## config.mk

```make
export PLATFORM = sky130hd
export DESIGN_NAME = audit_log_boundary_framer_top
export DESIGN_NICKNAME = d
export VERILOG_FILES = /design/src/rtl/albf_pkg.sv /design/src/rtl/albf_ram.sv /design/src/rtl/albf_front.sv /design/src/rtl/albf_cmd_fifo.sv /design/src/rtl/albf_back.sv /design/src/rtl/audit_log_boundary_framer_top.sv
export SDC_FILE = /design/constraint.sdc
export NUM_CORES = 1
export LEC_CHECK = 0
export CORE_ASPECT_RATIO = 1.4
export CORE_MARGIN = 2
export CORE_UTILIZATION = 50
export DETAILED_ROUTE_END_ITERATION = 12
export DONT_BUFFER_PORTS = 1
export GPL_ROUTABILITY_DRIVEN = 0
export HOLD_SLACK_MARGIN = 0.02
export PLACE_DENSITY = 0.71
export SLEW_MARGIN = 0
export SYNTH_ARGS = -nofsm -noshare
export SYNTH_HDL_FRONTEND = slang
export SYNTH_SLANG_ARGS = --single-unit
```

## constraint.sdc

```tcl
create_clock -name clk -period 29.5 [get_ports clk]
set_clock_uncertainty 0.1 [all_clocks]
set_input_delay 1.475 -clock clk [delete_from_list [all_inputs] [get_ports clk]]
set_output_delay 1.475 -clock clk [all_outputs]
set_load 0.02 [all_outputs]
```

## src/rtl/albf_pkg.sv

```systemverilog
`default_nettype none
package albf_pkg;

    localparam logic [2:0] KIND_PART_DATA   = 3'd0;
    localparam logic [2:0] KIND_PART_END    = 3'd1;
    localparam logic [2:0] KIND_ENTRY_END   = 3'd2;
    localparam logic [2:0] KIND_ENTRY_START = 3'd3;
    localparam logic [2:0] KIND_PART_START  = 3'd4;

    localparam logic [7:0] CHAR_DASH    = 8'h2D;
    localparam logic [7:0] CHAR_NEWLINE = 8'h0A;
    localparam logic [7:0] CHAR_A       = 8'h41;
    localparam logic [7:0] CHAR_Z       = 8'h5A;

    localparam int MIN_HEX = 8;

    localparam logic [2:0] STAGE_DONE = 3'd7;

    typedef struct packed {
        logic [2:0]  kind;
        logic [7:0]  letter;
        logic [10:0] len;
        logic [31:0] poff;
    } res_t;

    typedef struct packed {
        logic        two;
        res_t        r0;
        res_t        r1;
        logic [31:0] eoff;
        logic [31:0] esize;
    } cmd_t;

    function automatic logic is_hex(input logic [7:0] c);
        return (c >= 8'h30 && c <= 8'h39) || (c >= 8'h61 && c <= 8'h66)
            || (c >= 8'h41 && c <= 8'h46);
    endfunction

endpackage
`default_nettype wire

```

## src/rtl/albf_ram.sv

```systemverilog
`default_nettype none
module albf_ram #(
    parameter int WIDTH = 8,
    parameter int DEPTH = 32
) (
    input  wire logic                     clk,
    input  wire logic                     we,
    input  wire logic [$clog2(DEPTH)-1:0] waddr,
    input  wire logic [WIDTH-1:0]         wdata,
    input  wire logic [$clog2(DEPTH)-1:0] raddr,
    output logic      [WIDTH-1:0]         rdata
);

    logic [WIDTH-1:0] mem [DEPTH];

    always_ff @(posedge clk)
    begin
        if (we)
        begin
            mem[waddr] <= wdata;
        end
        rdata <= mem[raddr];
    end

endmodule
`default_nettype wire

```

## src/rtl/albf_front.sv

```systemverilog
`default_nettype none
module albf_front #(
    parameter int LINE_MAX     = 1024,
    parameter int BOUNDARY_MAX = 32
) (
    input  wire logic          clk,
    input  wire logic          rst_n,
    input  wire logic          take,
    input  wire logic [7:0]    data_byte,
    output logic               cmd_push,
    output albf_pkg::cmd_t     cmd
);

    localparam int LLW = $clog2(LINE_MAX + 1);
    localparam int HW  = $clog2(BOUNDARY_MAX + 1);
    localparam int AW  = $clog2(BOUNDARY_MAX);

    logic [31:0]    byte_off_reg, byte_off_next;
    logic [LLW-1:0] line_len_reg, line_len_next;
    logic           lhb_reg, lhb_next;
    logic [31:0]    lso_reg, lso_next;
    logic [2:0]     stage_reg, stage_next;
    logic [HW-1:0]  hex_reg, hex_next;
    logic           cv_reg, cv_next;
    logic [7:0]     cl_reg, cl_next;
    logic           mis_reg, mis_next;
    logic [HW-1:0]  elen_reg, elen_next;
    logic           in_entry_reg, in_entry_next;
    logic           in_part_reg, in_part_next;
    logic [7:0]     cur_reg, cur_next;
    logic [31:0]    pb_reg, pb_next;
    logic [31:0]    eb_reg, eb_next;

    logic           ram_we;
    logic [7:0]     ram_rdata;

    albf_ram #(.WIDTH(8), .DEPTH(BOUNDARY_MAX)) u_bnd_ram (
        .clk   (clk),
        .we    (ram_we),
        .waddr (hex_reg[AW-1:0]),
        .wdata (data_byte),
        .raddr (hex_next[AW-1:0]),
        .rdata (ram_rdata)
    );

    albf_pkg::res_t slot [2];
    logic [1:0]     n;
    logic           ovf, lhb_e, accept;
    logic [2:0]     stage_e;
    logic [HW-1:0]  hex_e;
    logic           cv_e, mis_e;
    logic [7:0]     cl_e;
    logic [31:0]    lso_e, bo1;
    logic [LLW-1:0] ll;

    always_comb
    begin
        byte_off_next = byte_off_reg;
        line_len_next = line_len_reg;
        lhb_next      = lhb_reg;
        lso_next      = lso_reg;
        stage_next    = stage_reg;
        hex_next      = hex_reg;
        cv_next       = cv_reg;
        cl_next       = cl_reg;
        mis_next      = mis_reg;
        elen_next     = elen_reg;
        in_entry_next = in_entry_reg;
        in_part_next  = in_part_reg;
        cur_next      = cur_reg;
        pb_next       = pb_reg;
        eb_next       = eb_reg;
        ram_we        = 1'b0;
        slot[0]       = '0;
        slot[1]       = '0;
        n             = 2'd0;
        accept        = 1'b0;

        ovf     = line_len_reg >= LLW'(LINE_MAX);
        stage_e = ovf ? 3'd0 : stage_reg;
        hex_e   = ovf ? '0 : hex_reg;
        cv_e    = ovf ? 1'b1 : cv_reg;
        cl_e    = ovf ? 8'd0 : cl_reg;
        mis_e   = ovf ? 1'b0 : mis_reg;
        lhb_e   = ovf ? 1'b0 : lhb_reg;
        lso_e   = ovf ? byte_off_reg : lso_reg;
        bo1     = byte_off_reg + 32'd1;
        ll      = (ovf ? '0 : line_len_reg) + LLW'(1);

        if (take)
        begin
            if (ovf && in_part_reg)
            begin
                slot[0] = '{albf_pkg::KIND_PART_DATA, cur_reg, 11'(line_len_reg), pb_reg};
                n = 2'd1;
            end

            stage_next = stage_e;
            hex_next   = hex_e;
            cv_next    = cv_e;
            cl_next    = cl_e;
            mis_next   = mis_e;
            if (cv_e)
            begin
                case (stage_e)
                    3'd0, 3'd1, 3'd4, 3'd5:
                    begin
                        if (data_byte == albf_pkg::CHAR_DASH)
                            stage_next = stage_e + 3'd1;
                        else
                            cv_next = 1'b0;
                    end
                    3'd2:
                    begin
                        if (albf_pkg::is_hex(data_byte))
                        begin
                            if (hex_e < HW'(BOUNDARY_MAX))
                            begin
                                ram_we   = !in_entry_reg;
                                hex_next = hex_e + HW'(1);
                                if (in_entry_reg && data_byte != ram_rdata)
                                    mis_next = 1'b1;
                            end
                            else
                                cv_next = 1'b0;
                        end
                        else if (data_byte == albf_pkg::CHAR_DASH
                                 && hex_e >= HW'(albf_pkg::MIN_HEX))
                            stage_next = 3'd3;
                        else
                            cv_next = 1'b0;
                    end
                    3'd3:
                    begin
                        if (data_byte >= albf_pkg::CHAR_A && data_byte <= albf_pkg::CHAR_Z)
                        begin
                            cl_next    = data_byte;
                            stage_next = 3'd4;
                        end
                        else
                            cv_next = 1'b0;
                    end
                    3'd6:
                    begin
                        if (data_byte == albf_pkg::CHAR_NEWLINE)
                            stage_next = albf_pkg::STAGE_DONE;
                        else
                            cv_next = 1'b0;
                    end
                    default: cv_next = 1'b0;
                endcase
            end

            byte_off_next = bo1;
            line_len_next = ll;
            lhb_next      = lhb_e;
            lso_next      = lso_e;

            if (data_byte == albf_pkg::CHAR_NEWLINE)
            begin
                accept = lhb_e && cv_next && stage_next == albf_pkg::STAGE_DONE
                      && (!in_entry_reg || (hex_next == elen_reg && !mis_next));
                if (accept)
                begin
                    if (in_part_reg)
                    begin
                        slot[n[0]] = '{albf_pkg::KIND_PART_END, cur_reg, 11'd0, pb_reg};
                        n = n + 2'd1;
                        in_part_next = 1'b0;
                        if (cl_next == albf_pkg::CHAR_Z)
                        begin
                            slot[n[0]] = '{albf_pkg::KIND_ENTRY_END, albf_pkg::CHAR_Z,
                                           11'd0, 32'd0};
                            n = n + 2'd1;
                            in_entry_next = 1'b0;
                        end
                    end
                    if (cl_next != albf_pkg::CHAR_Z)
                    begin
                        if (!in_entry_reg)
                        begin
                            in_entry_next = 1'b1;
                            eb_next       = lso_e;
                            elen_next     = hex_next;
                            slot[n[0]] = '{albf_pkg::KIND_ENTRY_START, cl_next, 11'd0, 32'd0};
                            n = n + 2'd1;
                        end
                        in_part_next = 1'b1;
                        cur_next     = cl_next;
                        pb_next      = bo1;
                        slot[n[0]] = '{albf_pkg::KIND_PART_START, cl_next, 11'd0, bo1};
                        n = n + 2'd1;
                    end
                end
                else if (in_part_reg)
                begin
                    slot[n[0]] = '{albf_pkg::KIND_PART_DATA, cur_reg, 11'(ll), pb_reg};
                    n = n + 2'd1;
                end
                line_len_next = '0;
                lhb_next      = 1'b1;
                lso_next      = bo1;
                stage_next    = 3'd0;
                hex_next      = '0;
                cv_next       = 1'b1;
                cl_next       = 8'd0;
                mis_next      = 1'b0;
            end
        end

        cmd_push  = take && n != 2'd0;
        cmd.two   = n == 2'd2;
        cmd.r0    = slot[0];
        cmd.r1    = slot[1];
        cmd.eoff  = eb_next;
        cmd.esize = bo1 - eb_reg;
    end

    always_ff @(posedge clk or negedge rst_n)
    begin
        if (!rst_n)
        begin
            byte_off_reg <= '0;
            line_len_reg <= '0;
            lhb_reg      <= 1'b1;
            lso_reg      <= '0;
            stage_reg    <= '0;
            hex_reg      <= '0;
            cv_reg       <= 1'b1;
            cl_reg       <= '0;
            mis_reg      <= 1'b0;
            elen_reg     <= '0;
            in_entry_reg <= 1'b0;
            in_part_reg  <= 1'b0;
            cur_reg      <= '0;
            pb_reg       <= '0;
            eb_reg       <= '0;
        end
        else
        begin
            byte_off_reg <= byte_off_next;
            line_len_reg <= line_len_next;
            lhb_reg      <= lhb_next;
            lso_reg      <= lso_next;
            stage_reg    <= stage_next;
            hex_reg      <= hex_next;
            cv_reg       <= cv_next;
            cl_reg       <= cl_next;
            mis_reg      <= mis_next;
            elen_reg     <= elen_next;
            in_entry_reg <= in_entry_next;
            in_part_reg  <= in_part_next;
            cur_reg      <= cur_next;
            pb_reg       <= pb_next;
            eb_reg       <= eb_next;
        end
    end

endmodule
`default_nettype wire

```

## src/rtl/albf_cmd_fifo.sv

```systemverilog
`default_nettype none
module albf_cmd_fifo (
    input  wire logic           clk,
    input  wire logic           rst_n,
    input  wire logic           wr,
    input  wire albf_pkg::cmd_t wdata,
    output logic                full,
    input  wire logic           rd,
    output logic                nonempty,
    output albf_pkg::cmd_t      rdata
);

    albf_pkg::cmd_t mem_reg [2];
    logic       wp_reg, rp_reg;
    logic [1:0] cnt_reg;

    assign full     = cnt_reg == 2'd2;
    assign nonempty = cnt_reg != 2'd0;
    assign rdata    = mem_reg[rp_reg];

    always_ff @(posedge clk)
    begin
        if (wr)
        begin
            mem_reg[wp_reg] <= wdata;
        end
    end

    always_ff @(posedge clk or negedge rst_n)
    begin
        if (!rst_n)
        begin
            wp_reg  <= 1'b0;
            rp_reg  <= 1'b0;
            cnt_reg <= 2'd0;
        end
        else
        begin
            if (wr)
                wp_reg <= !wp_reg;
            if (rd)
                rp_reg <= !rp_reg;
            cnt_reg <= cnt_reg + {1'b0, wr} - {1'b0, rd};
        end
    end

    a_no_overflow: assert property (@(posedge clk) disable iff (!rst_n) !(wr && full))
        else $error("cmd fifo overflow");
    a_no_underflow: assert property (@(posedge clk) disable iff (!rst_n) !(rd && !nonempty))
        else $error("cmd fifo underflow");
    a_cnt_range: assert property (@(posedge clk) disable iff (!rst_n) cnt_reg <= 2'd2)
        else $error("cmd fifo count out of range");

endmodule
`default_nettype wire

```

## src/rtl/albf_back.sv

```systemverilog
`default_nettype none
module albf_back (
    input  wire logic           clk,
    input  wire logic           rst_n,
    input  wire logic           in_valid,
    input  wire albf_pkg::cmd_t in_cmd,
    output logic                in_pop,
    input  wire logic           pop,
    output logic                empty,
    output logic [2:0]          event_kind,
    output logic [7:0]          part_letter,
    output logic [10:0]         chunk_length,
    output logic [31:0]         part_offset,
    output logic [31:0]         part_size,
    output logic [31:0]         entry_offset,
    output logic [31:0]         entry_size,
    output logic                last_of_run
);

    albf_pkg::cmd_t cur_reg;
    logic           valid_reg, idx_reg;
    logic [31:0]    pbc_reg, pbc_next;
    albf_pkg::res_t r;
    logic           take, load;
    logic [31:0]    sum;

    always_comb
    begin
        r    = idx_reg ? cur_reg.r1 : cur_reg.r0;
        sum  = pbc_reg + 32'(r.len);
        last_of_run = idx_reg || !cur_reg.two;
        take = pop && valid_reg;
        load = !valid_reg || (take && last_of_run);
        in_pop = load && in_valid;

        empty        = !valid_reg;
        event_kind   = r.kind;
        part_letter  = r.letter;
        chunk_length = r.len;
        part_offset  = r.poff;
        entry_offset = cur_reg.eoff;
        part_size    = 32'd0;
        entry_size   = 32'd0;
        pbc_next     = pbc_reg;
        case (r.kind)
            albf_pkg::KIND_PART_DATA:
            begin
                part_size = sum;
                pbc_next  = sum;
            end
            albf_pkg::KIND_PART_END:   part_size  = pbc_reg;
            albf_pkg::KIND_ENTRY_END:  entry_size = cur_reg.esize;
            albf_pkg::KIND_PART_START: pbc_next   = 32'd0;
            default: ;
        endcase
    end

    always_ff @(posedge clk)
    begin
        if (in_pop)
            cur_reg <= in_cmd;
    end

    always_ff @(posedge clk or negedge rst_n)
    begin
        if (!rst_n)
        begin
            valid_reg <= 1'b0;
            idx_reg   <= 1'b0;
            pbc_reg   <= '0;
        end
        else
        begin
            if (take)
                pbc_reg <= pbc_next;
            if (load)
            begin
                valid_reg <= in_valid;
                idx_reg   <= 1'b0;
            end
            else if (take)
                idx_reg <= 1'b1;
        end
    end

endmodule
`default_nettype wire

```

## src/rtl/audit_log_boundary_framer_top.sv

```systemverilog
`default_nettype none
// Log boundary framer. Takes one stream byte per cycle on push/full and gives
// framing events (entry start, part start, part data, part end, entry end) on
// empty/pop. A byte is taken every cycle as long as the two-deep command queue
// between the line classifier and the event sequencer has room; a byte that
// causes two events occupies the sequencer until both are popped, so sustained input
// rate is one byte per cycle when the result side drains one event per cycle
// and events average at most one per byte.
module audit_log_boundary_framer_top #(
    parameter int LINE_MAX     = 1024,
    parameter int BOUNDARY_MAX = 32
) (
    input  wire logic        clk,
    input  wire logic        rst_n,
    input  wire logic        push,
    output logic             full,
    input  wire logic [7:0]  data_byte,
    output logic             empty,
    input  wire logic        pop,
    output logic [2:0]       event_kind,
    output logic [7:0]       part_letter,
    output logic [10:0]      chunk_length,
    output logic [31:0]      part_offset,
    output logic [31:0]      part_size,
    output logic [31:0]      entry_offset,
    output logic [31:0]      entry_size,
    output logic             last_of_run
);

    albf_pkg::cmd_t f_cmd, q_cmd;
    logic           f_push, q_valid, q_pop;

    albf_front #(.LINE_MAX(LINE_MAX), .BOUNDARY_MAX(BOUNDARY_MAX)) u_front (
        .clk       (clk),
        .rst_n     (rst_n),
        .take      (push && !full),
        .data_byte (data_byte),
        .cmd_push  (f_push),
        .cmd       (f_cmd)
    );

    albf_cmd_fifo u_fifo (
        .clk      (clk),
        .rst_n    (rst_n),
        .wr       (f_push),
        .wdata    (f_cmd),
        .full     (full),
        .rd       (q_pop),
        .nonempty (q_valid),
        .rdata    (q_cmd)
    );

    albf_back u_back (
        .clk          (clk),
        .rst_n        (rst_n),
        .in_valid     (q_valid),
        .in_cmd       (q_cmd),
        .in_pop       (q_pop),
        .pop          (pop),
        .empty        (empty),
        .event_kind   (event_kind),
        .part_letter  (part_letter),
        .chunk_length (chunk_length),
        .part_offset  (part_offset),
        .part_size    (part_size),
        .entry_offset (entry_offset),
        .entry_size   (entry_size),
        .last_of_run  (last_of_run)
    );

endmodule
`default_nettype wire
```

==> flow_summary_export.csv, run 1 <==
group,metric,value,unit
clocking,cts_hold_repair.buffers,0,
timing,fmax,0.147,GHz
clocking,cts.sinks,996,
detailed_routing,drt_iter0_drc,2145,
timing,final-hold-violation-count,0,
timing,worst_slew_pin_slew,1070,ps
detailed_routing,drc,0,
global_route,antenna_found_initial,0,
clocking,clock_pin_slew_on_the_worst_setup_and_hold_paths,70,ps
die,rows,128,
clocking,clock_tree_from_tritoncts,"done",
layout,flip_flop_count_of_the_largest_register_after_layout,346,
synth,synth_edf_count,775,
global_route,grt_start_max_net_pins,214,
timing,final.period_utilization,23.0,%
synth,mappedNetlistArea,44100,um2
die,design.die.area,90600,um2
synth,yosysMostFrequentCell,"sky130_fd_sc_hd__edfxtp_1",
synth,async_reset_ff_share,21.4,%
synth,synth_top_cells_by_area,"sky130_fd_sc_hd__edfxtp_1, sky130_fd_sc_hd__dfrtp_1, sky130_fd_sc_hd__mux2_2, sky130_fd_sc_hd__nand2_1, sky130_fd_sc_hd__o21ai_0",
die,placeableCoreArea,87100,um2
layout,final_layout_size_suffix_gt1_share,13.3,%
timing,number_of_pins_with_negative_max_slew_slack_in_the_final_report,0,
global_route,grt_usage,21.3,%
clocking,clock_insertion_delay_worst_skew,660,ps
min_path,hold_path.startpoint,"u_front.lhb_reg",
critical_path,worst_ep_arrival_time,6970,ps
place,dp.final_hpwl,60700,um
detailed_routing,postRouteAntennaNets,0,
place,dpl_cell_area,44900,um2
critical_path,worst_r2r_startpoint,"u_front.line_len_reg[10]",
critical_path,cp_max_fo,67,
synth,yosysWarningCount,0,
layout,layout.cell_area.non_filler,48100,um2
clocking,cts_setup_buffers,0,
synth,synth_sequential_area_ratio,65.2,%
global_route,grt_remaining_overflow,0,
synth,synth.cells.most_frequent,"sky130_fd_sc_hd__edfxtp_1, sky130_fd_sc_hd__nand2_1, sky130_fd_sc_hd__mux2_2",
detailed_routing,routed_via_count_divided_by_cell_count,5.77,
detailed_routing,vias,27000,
timing,slew_headroom,28.5,%
critical_path,worst_r2r_setup_slack,22710,ps
synth,yosysTopAreaCell,"sky130_fd_sc_hd__edfxtp_1",
power,ir_worst_vdd,55.8,uV
critical_path,worst_path_class_setup,"flop to flop",
synth,synth_ff_type,"sky130_fd_sc_hd__edfxtp_1",
synth,mean_instance_size_in_the_synthesized_netlist,12.5,um2
detailed_routing,first_pass_iters,6,
min_path,whs_endpoint,"u_front.lhb_reg",
detailed_routing,totalWireLength,97000,um
clocking,cts-resized-gates,0,
synth,synth_top_area_share,52.8,%
global_route,number_of_global_route_vias_before_repair,26200,
timing,timing.hold.ws,389,ps
die,initial_core_util,50.6,%
timing,fin_setup_tns,0,ps
layout,final_core_occ,55.2,%
place,io_buffer_count,0,
critical_path,critical_path.reg2reg.endpoint,"u_fifo.mem_reg[0][116]",
die,die-width,255,um
global_route,grt_pass1_wl,150000,um
critical_path,cp-start-kind,"flop",
clocking,cts.root.buffer_cell,"sky130_fd_sc_hd__clkbuf_16",
clocking,max-clock-path-buffers,3,
die,design.portCount,165,
layout,area_added_between_synthesis_and_finish,9.14,%
synth,ys_seq_elements,996,
critical_path,r2r_cells,21,
power,p_total,4.24,mW
clocking,cts-htree-levels,3,
power,power_per_cell_area,88.0,nW/um2
timing,rsz0062_at_grt,"false",
timing,tmin_final,6790,ps
power,cellLeakagePower,17.5,nW
critical_path,required_time_worst_endpoint,29680,ps
detailed_routing,routed_wire_length_per_instance,20.7,um
layout,antennaDiodeCount,0,
die,die_h,355,um
timing,endpoints_failing_setup,0,
synth,synth_cell_type_count,88,
clocking,numCtsBuffers,92,
layout,nets,3501,
critical_path,end_kind,"flop",
min_path,whs_path_depth,2,
synth,synthesis.instances,3535,
status,run_status,"finished, final reports clean",
min_path,worstHoldPathType,"flop to flop",
run,cap_violations,0,
[through the flow]
stage	setup WS, ps	std cells
after detailed placement	22460	4509
after global placement	22540	4509
after floorplan	17050	3550
after global routing	22200	4682
final	22710	4682
after CTS	22740	4682
[final cells by class]
cell class | count | area [um2]
repair buffers | 35 | 263
fillers | 7088 | 39000
flip-flops and latches | 996 | 28800
clock buffers | 116 | 2450
clock inverters | 57 | 790
well taps | 1170 | 1460
multi-input cells | 2220 | 14000
inverters | 88 | 332
[worst max-delay path, stage by stage (launching register included)]
cell and delay (ps):
sky130_fd_sc_hd__dfrtp_2 560, sky130_fd_sc_hd__inv_1 100, sky130_fd_sc_hd__buf_4 260, sky130_fd_sc_hd__nand2_1 160, sky130_fd_sc_hd__inv_1 140, sky130_fd_sc_hd__ha_1 210
sky130_fd_sc_hd__ha_1 270, sky130_fd_sc_hd__nand2_1 120, sky130_fd_sc_hd__nor4_2 620, sky130_fd_sc_hd__nand2_1 130, sky130_fd_sc_hd__a221o_1 480, sky130_fd_sc_hd__ha_1 390
sky130_fd_sc_hd__nand2b_1 220, sky130_fd_sc_hd__nand2_1 120, sky130_fd_sc_hd__nand2_1 120, sky130_fd_sc_hd__xnor2_1 170, sky130_fd_sc_hd__o31ai_1 330, sky130_fd_sc_hd__nor3_1 100
sky130_fd_sc_hd__a21o_1 290, sky130_fd_sc_hd__nor2_4 100, sky130_fd_sc_hd__buf_4 530, sky130_fd_sc_hd__buf_4 840
[layer usage]
metal  global-route usage, %  routed length, um  up-vias
met4                    6.50               2420        0
met5                       0                  0        -
met1                    27.1              39300    13400
li1                        -                  -    12600
met3                    2.82               4940      169
met2                    37.7              50300      811
[cell usage in the layout, fill, tap and decap left out, types with 54 or more instances in the layout]
cell type / instances
sky130_fd_sc_hd__a21oi_1: 128
sky130_fd_sc_hd__and3_1: 58
sky130_fd_sc_hd__clkbuf_16: 93
sky130_fd_sc_hd__dfrtp_1: 208
sky130_fd_sc_hd__edfxtp_1: 775
sky130_fd_sc_hd__ha_1: 54
sky130_fd_sc_hd__inv_1: 84
sky130_fd_sc_hd__mux2_2: 227
sky130_fd_sc_hd__nand2_1: 601
sky130_fd_sc_hd__nand3_1: 112
sky130_fd_sc_hd__nor2_1: 175
sky130_fd_sc_hd__o21ai_0: 154
sky130_fd_sc_hd__xnor2_1: 73
sky130_fd_sc_hd__xor2_1: 67
[report_power, final]
group | switching, mW | leakage, nW | total, mW | internal [mW]
Clock | 0.526 | 1.57 | 1.26 | 0.738
Combinational | 0.696 | 5.85 | 1.10 | 0.408
Sequential | 0.110 | 10.1 | 1.87 | 1.76
[worst max-delay path by stage]
stage	slack [ps]	to	startpoint	depth (start not counted)
5_1_grt	22200	u_fifo.mem_reg[1][131]	u_front.line_len_reg[10]	21
2_1_floorplan	17050	u_fifo.mem_reg[0][0]	data_byte[0]	15
4_1_cts	22740	u_fifo.mem_reg[0][144]	u_front.line_len_reg[10]	21
3_3_place_gp	22540	u_fifo.mem_reg[1][73]	data_byte[2]	16
3_5_place_dp	22460	u_fifo.mem_reg[0][131]	data_byte[2]	16
6_report	22710	u_fifo.mem_reg[0][116]	u_front.line_len_reg[10]	21
[cells by family after synthesis]
group | after synthesis | synth area share [%]
simple gates | 1125 | 11.4
flops | 996 | 65.2
compound gates | 617 | 9.03
buf+inv | 334 | 3.25
mux | 265 | 6.67
xor+xnor | 140 | 2.78
fa+ha+maj | 57 | 1.65
other cells | 1 | 0.00851
Note: power is estimated with default switching activity, not from simulation.
==> inputs of run 2 (changes only) <==
clock period = 6.5 ns   (was 29.5 ns; I/O delays follow)
==> run 2 against run 1 <==
Compared with the run above:
- core utilization up 0.51 points
- sequential share of layout area down 0.54 points
- critical path depth down 4
- cell area up 0.92%
- critical endpoint is now u_fifo.mem_reg[0][31]
- flip-flop and latch count unchanged
- non-clock buffer count up 40
- clock power rose to 4.3 times the previous value
- first-iteration DRC count up 17%
- wire length up 5.1%
- worst setup slack worse by 22000 ps
- sequential power rose to 4.5 times the previous value
- via count up 0.95%
==> flow_summary_export.csv, run 2 (same netlist as run 1, synthesis figures left out) <==
group,metric,value,unit
power,cellLeakagePower,17.7,nW
min_path,hold_path.startpoint,"data_byte[3]",
critical_path,critical-path-top-delay-family,"simple AND/OR/NAND/NOR gates",
global_route,number_of_global_route_vias_before_repair,26600,
layout,mostFrequentLayoutCell,"sky130_fd_sc_hd__edfxtp_1",
timing,timing.hold.ws,70.2,ps
layout,final_layout_size_suffix_gt1_share,14.0,%
critical_path,critical_path.reg2reg.endpoint,"u_fifo.mem_reg[0][31]",
clocking,cts.sinks,996,
layout,flip_flop_count_of_the_largest_register_after_layout,346,
clocking,numCtsBuffers,92,
timing,fin_ws,895,ps
place,pre_cts_slack,1010,ps
layout,layout_common_cells,"sky130_fd_sc_hd__edfxtp_1, sky130_fd_sc_hd__nand2_1, sky130_fd_sc_hd__mux2_2",
min_path,whs_path_depth,4,
global_route,grt_remaining_overflow,0,
critical_path,timing.critical_path.buf_inv,1,
clocking,clock_tree_from_tritoncts,"done",
detailed_routing,routed_wire_length_per_instance,21.6,um
timing,final.period_utilization,86.2,%
layout,nets,3541,
timing,tmin_final,5600,ps
die,placeableCoreArea,87100,um2
clocking,cts-htree-levels,3,
run,cap_violations,0,
timing,rsz0062_at_grt,"false",
place,io_buffer_count,0,
timing,fmax,0.178,GHz
detailed_routing,vias,27300,
layout,area_added_between_synthesis_and_finish,10.1,%
timing,final-hold-violation-count,0,
critical_path,cp_max_fo,10,
timing,number_of_pins_with_negative_max_slew_slack_in_the_final_report,0,
detailed_routing,routed_via_count_divided_by_cell_count,5.78,
clocking,clock_pin_slew_on_the_worst_setup_and_hold_paths,70,ps
power,power.net_switching,6.17,mW
critical_path,cp-start-kind,"flop",
critical_path,worst_r2r_setup_slack,900,ps
clocking,max-clock-path-buffers,3,
critical_path,worst_r2r_startpoint,"u_front.byte_off_reg[0]",
power,ir_worst_vdd,337,uV
power,power_per_cell_area,393,nW/um2
power,clockPowerShare,28.5,%
timing,worst_slew_pin_slew,1080,ps
layout,post_layout_nonfiller_instances,4721,
power,power_frac_seq,44.3,%
layout,antennaDiodeCount,0,
place,post-place-cells,4528,
critical_path,worst_path_largest_cell_delay,670,ps
place,dp.final_hpwl,64000,um
die,design.portCount,165,
status,run_status,"finished, final reports clean",
clocking,cts.root.buffer_cell,"sky130_fd_sc_hd__clkbuf_16",
detailed_routing,first_pass_iters,6,
critical_path,required_time_worst_endpoint,6810,ps
layout,final_core_occ,55.7,%
power,p_int,12.9,mW
critical_path,r2r_cells,17,
global_route,grt_pass1_wl,157000,um
detailed_routing,postRouteAntennaNets,0,
power,switching_share,32.3,%
global_route,grt_start_max_net_pins,214,
die,design.die.area,90600,um2
die,initial_core_util,50.6,%
critical_path,worst_ep_arrival_time,5910,ps
critical_path,worst_path_class_setup,"flop to flop",
timing,slew_headroom,27.5,%
power,comb_power_share,27.3,%
critical_path,end_kind,"flop",
die,rows,128,
min_path,worstHoldPathType,"input pin to flop",
die,die-width,255,um
clocking,cts-resized-gates,0,
detailed_routing,drc,0,
global_route,antenna_found_initial,5,
critical_path,cp_slowest_cell,"sky130_fd_sc_hd__or4_1",
detailed_routing,totalWireLength,102000,um
timing,endpoints_failing_setup,0,
clocking,clock_insertion_delay_worst_skew,670,ps
detailed_routing,drt_iter0_drc,2517,
min_path,whs_endpoint,"u_front.stage_reg[0]",
die,die_h,355,um
global_route,grt_usage,22.5,%
critical_path,cp_cell_sequence,"ha_1 > nand3_1 > nor2_1 > nand3_1 > or4_1 > nor2_1 > xnor2_1 > inv_1 > ha_1 > or3_1 > o21ai_0 > a31oi_1 > a41o_1 > o21ai_0 > o211ai_1 > a21oi_1 > xnor2_1",
==> run 2: layout make-up <==
class / instances / area [um2]
fillers: 7037 / 38600
repair buffers: 75 / 831
multi-input cells: 2220 / 14100
flip-flops and latches: 996 / 28800
clock inverters: 49 / 524
clock buffers: 123 / 2530
well taps: 1170 / 1460
inverters: 88 / 333
==> run 2: repair_timing <==
item / 4_1_cts / 5_1_grt
setup endpoints to repair: 0 / 0
endpoints found under the hold margin: 495 / 0
buffers inserted: 0 / 0
hold buffers: 20 / 0
==> run 2: per-layer routing <==
layer	wire [um]	up-vias	global-route usage [%]
li1	-	12700	-
met1	40800	13500	28.8
met2	51200	892	38.6
met3	6490	200	3.88
met4	3470	2	8.04
met5	13	-	0
==> run 2: tightest hold or removal path: cells and delay by family <==
family	cells	cell delay, ps
compound gates	2	290
simple gates	2	190
==> run 2: worst max-delay path by stage <==
stage / endpoint / depth (start not counted) / startpoint / slack, ps
2_1_floorplan: u_fifo.mem_reg[0][0] / 19 / u_front.line_len_reg[10] / -2
3_3_place_gp: u_fifo.mem_reg[0][122] / 19 / u_front.line_len_reg[10] / 1140
3_5_place_dp: u_fifo.mem_reg[0][31] / 17 / u_front.byte_off_reg[0] / 1010
4_1_cts: u_fifo.mem_reg[1][31] / 17 / u_front.byte_off_reg[0] / 980
5_1_grt: u_fifo.mem_reg[1][29] / 17 / u_front.byte_off_reg[0] / 540
6_report: u_fifo.mem_reg[0][31] / 17 / u_front.byte_off_reg[0] / 900
==> run 2: power groups by stage <==
stage / clock network (mW) / registers (mW) / logic, mW
after floorplan: 0 / 8.30 / 4.15
after global placement: 0 / 8.57 / 5.09
after detailed placement: 0 / 8.59 / 5.14
after CTS: 5.54 / 8.46 / 5.27
after global routing: 5.76 / 8.53 / 5.65
final: 5.43 / 8.46 / 5.21
==> run 2: per-stage QoR <==
| stage | power, mW | cell area [um2] | TNS, ps |
|---|---|---|---|
| floorplan | 12.5 | 44300 | -347 |
| global placement | 13.7 | 45200 | 0 |
| detailed placement | 13.7 | 45200 | 0 |
| CTS | 19.3 | 48500 | 0 |
| global route | 19.9 | 48600 | 0 |
| finish | 19.1 | 48600 | 0 |
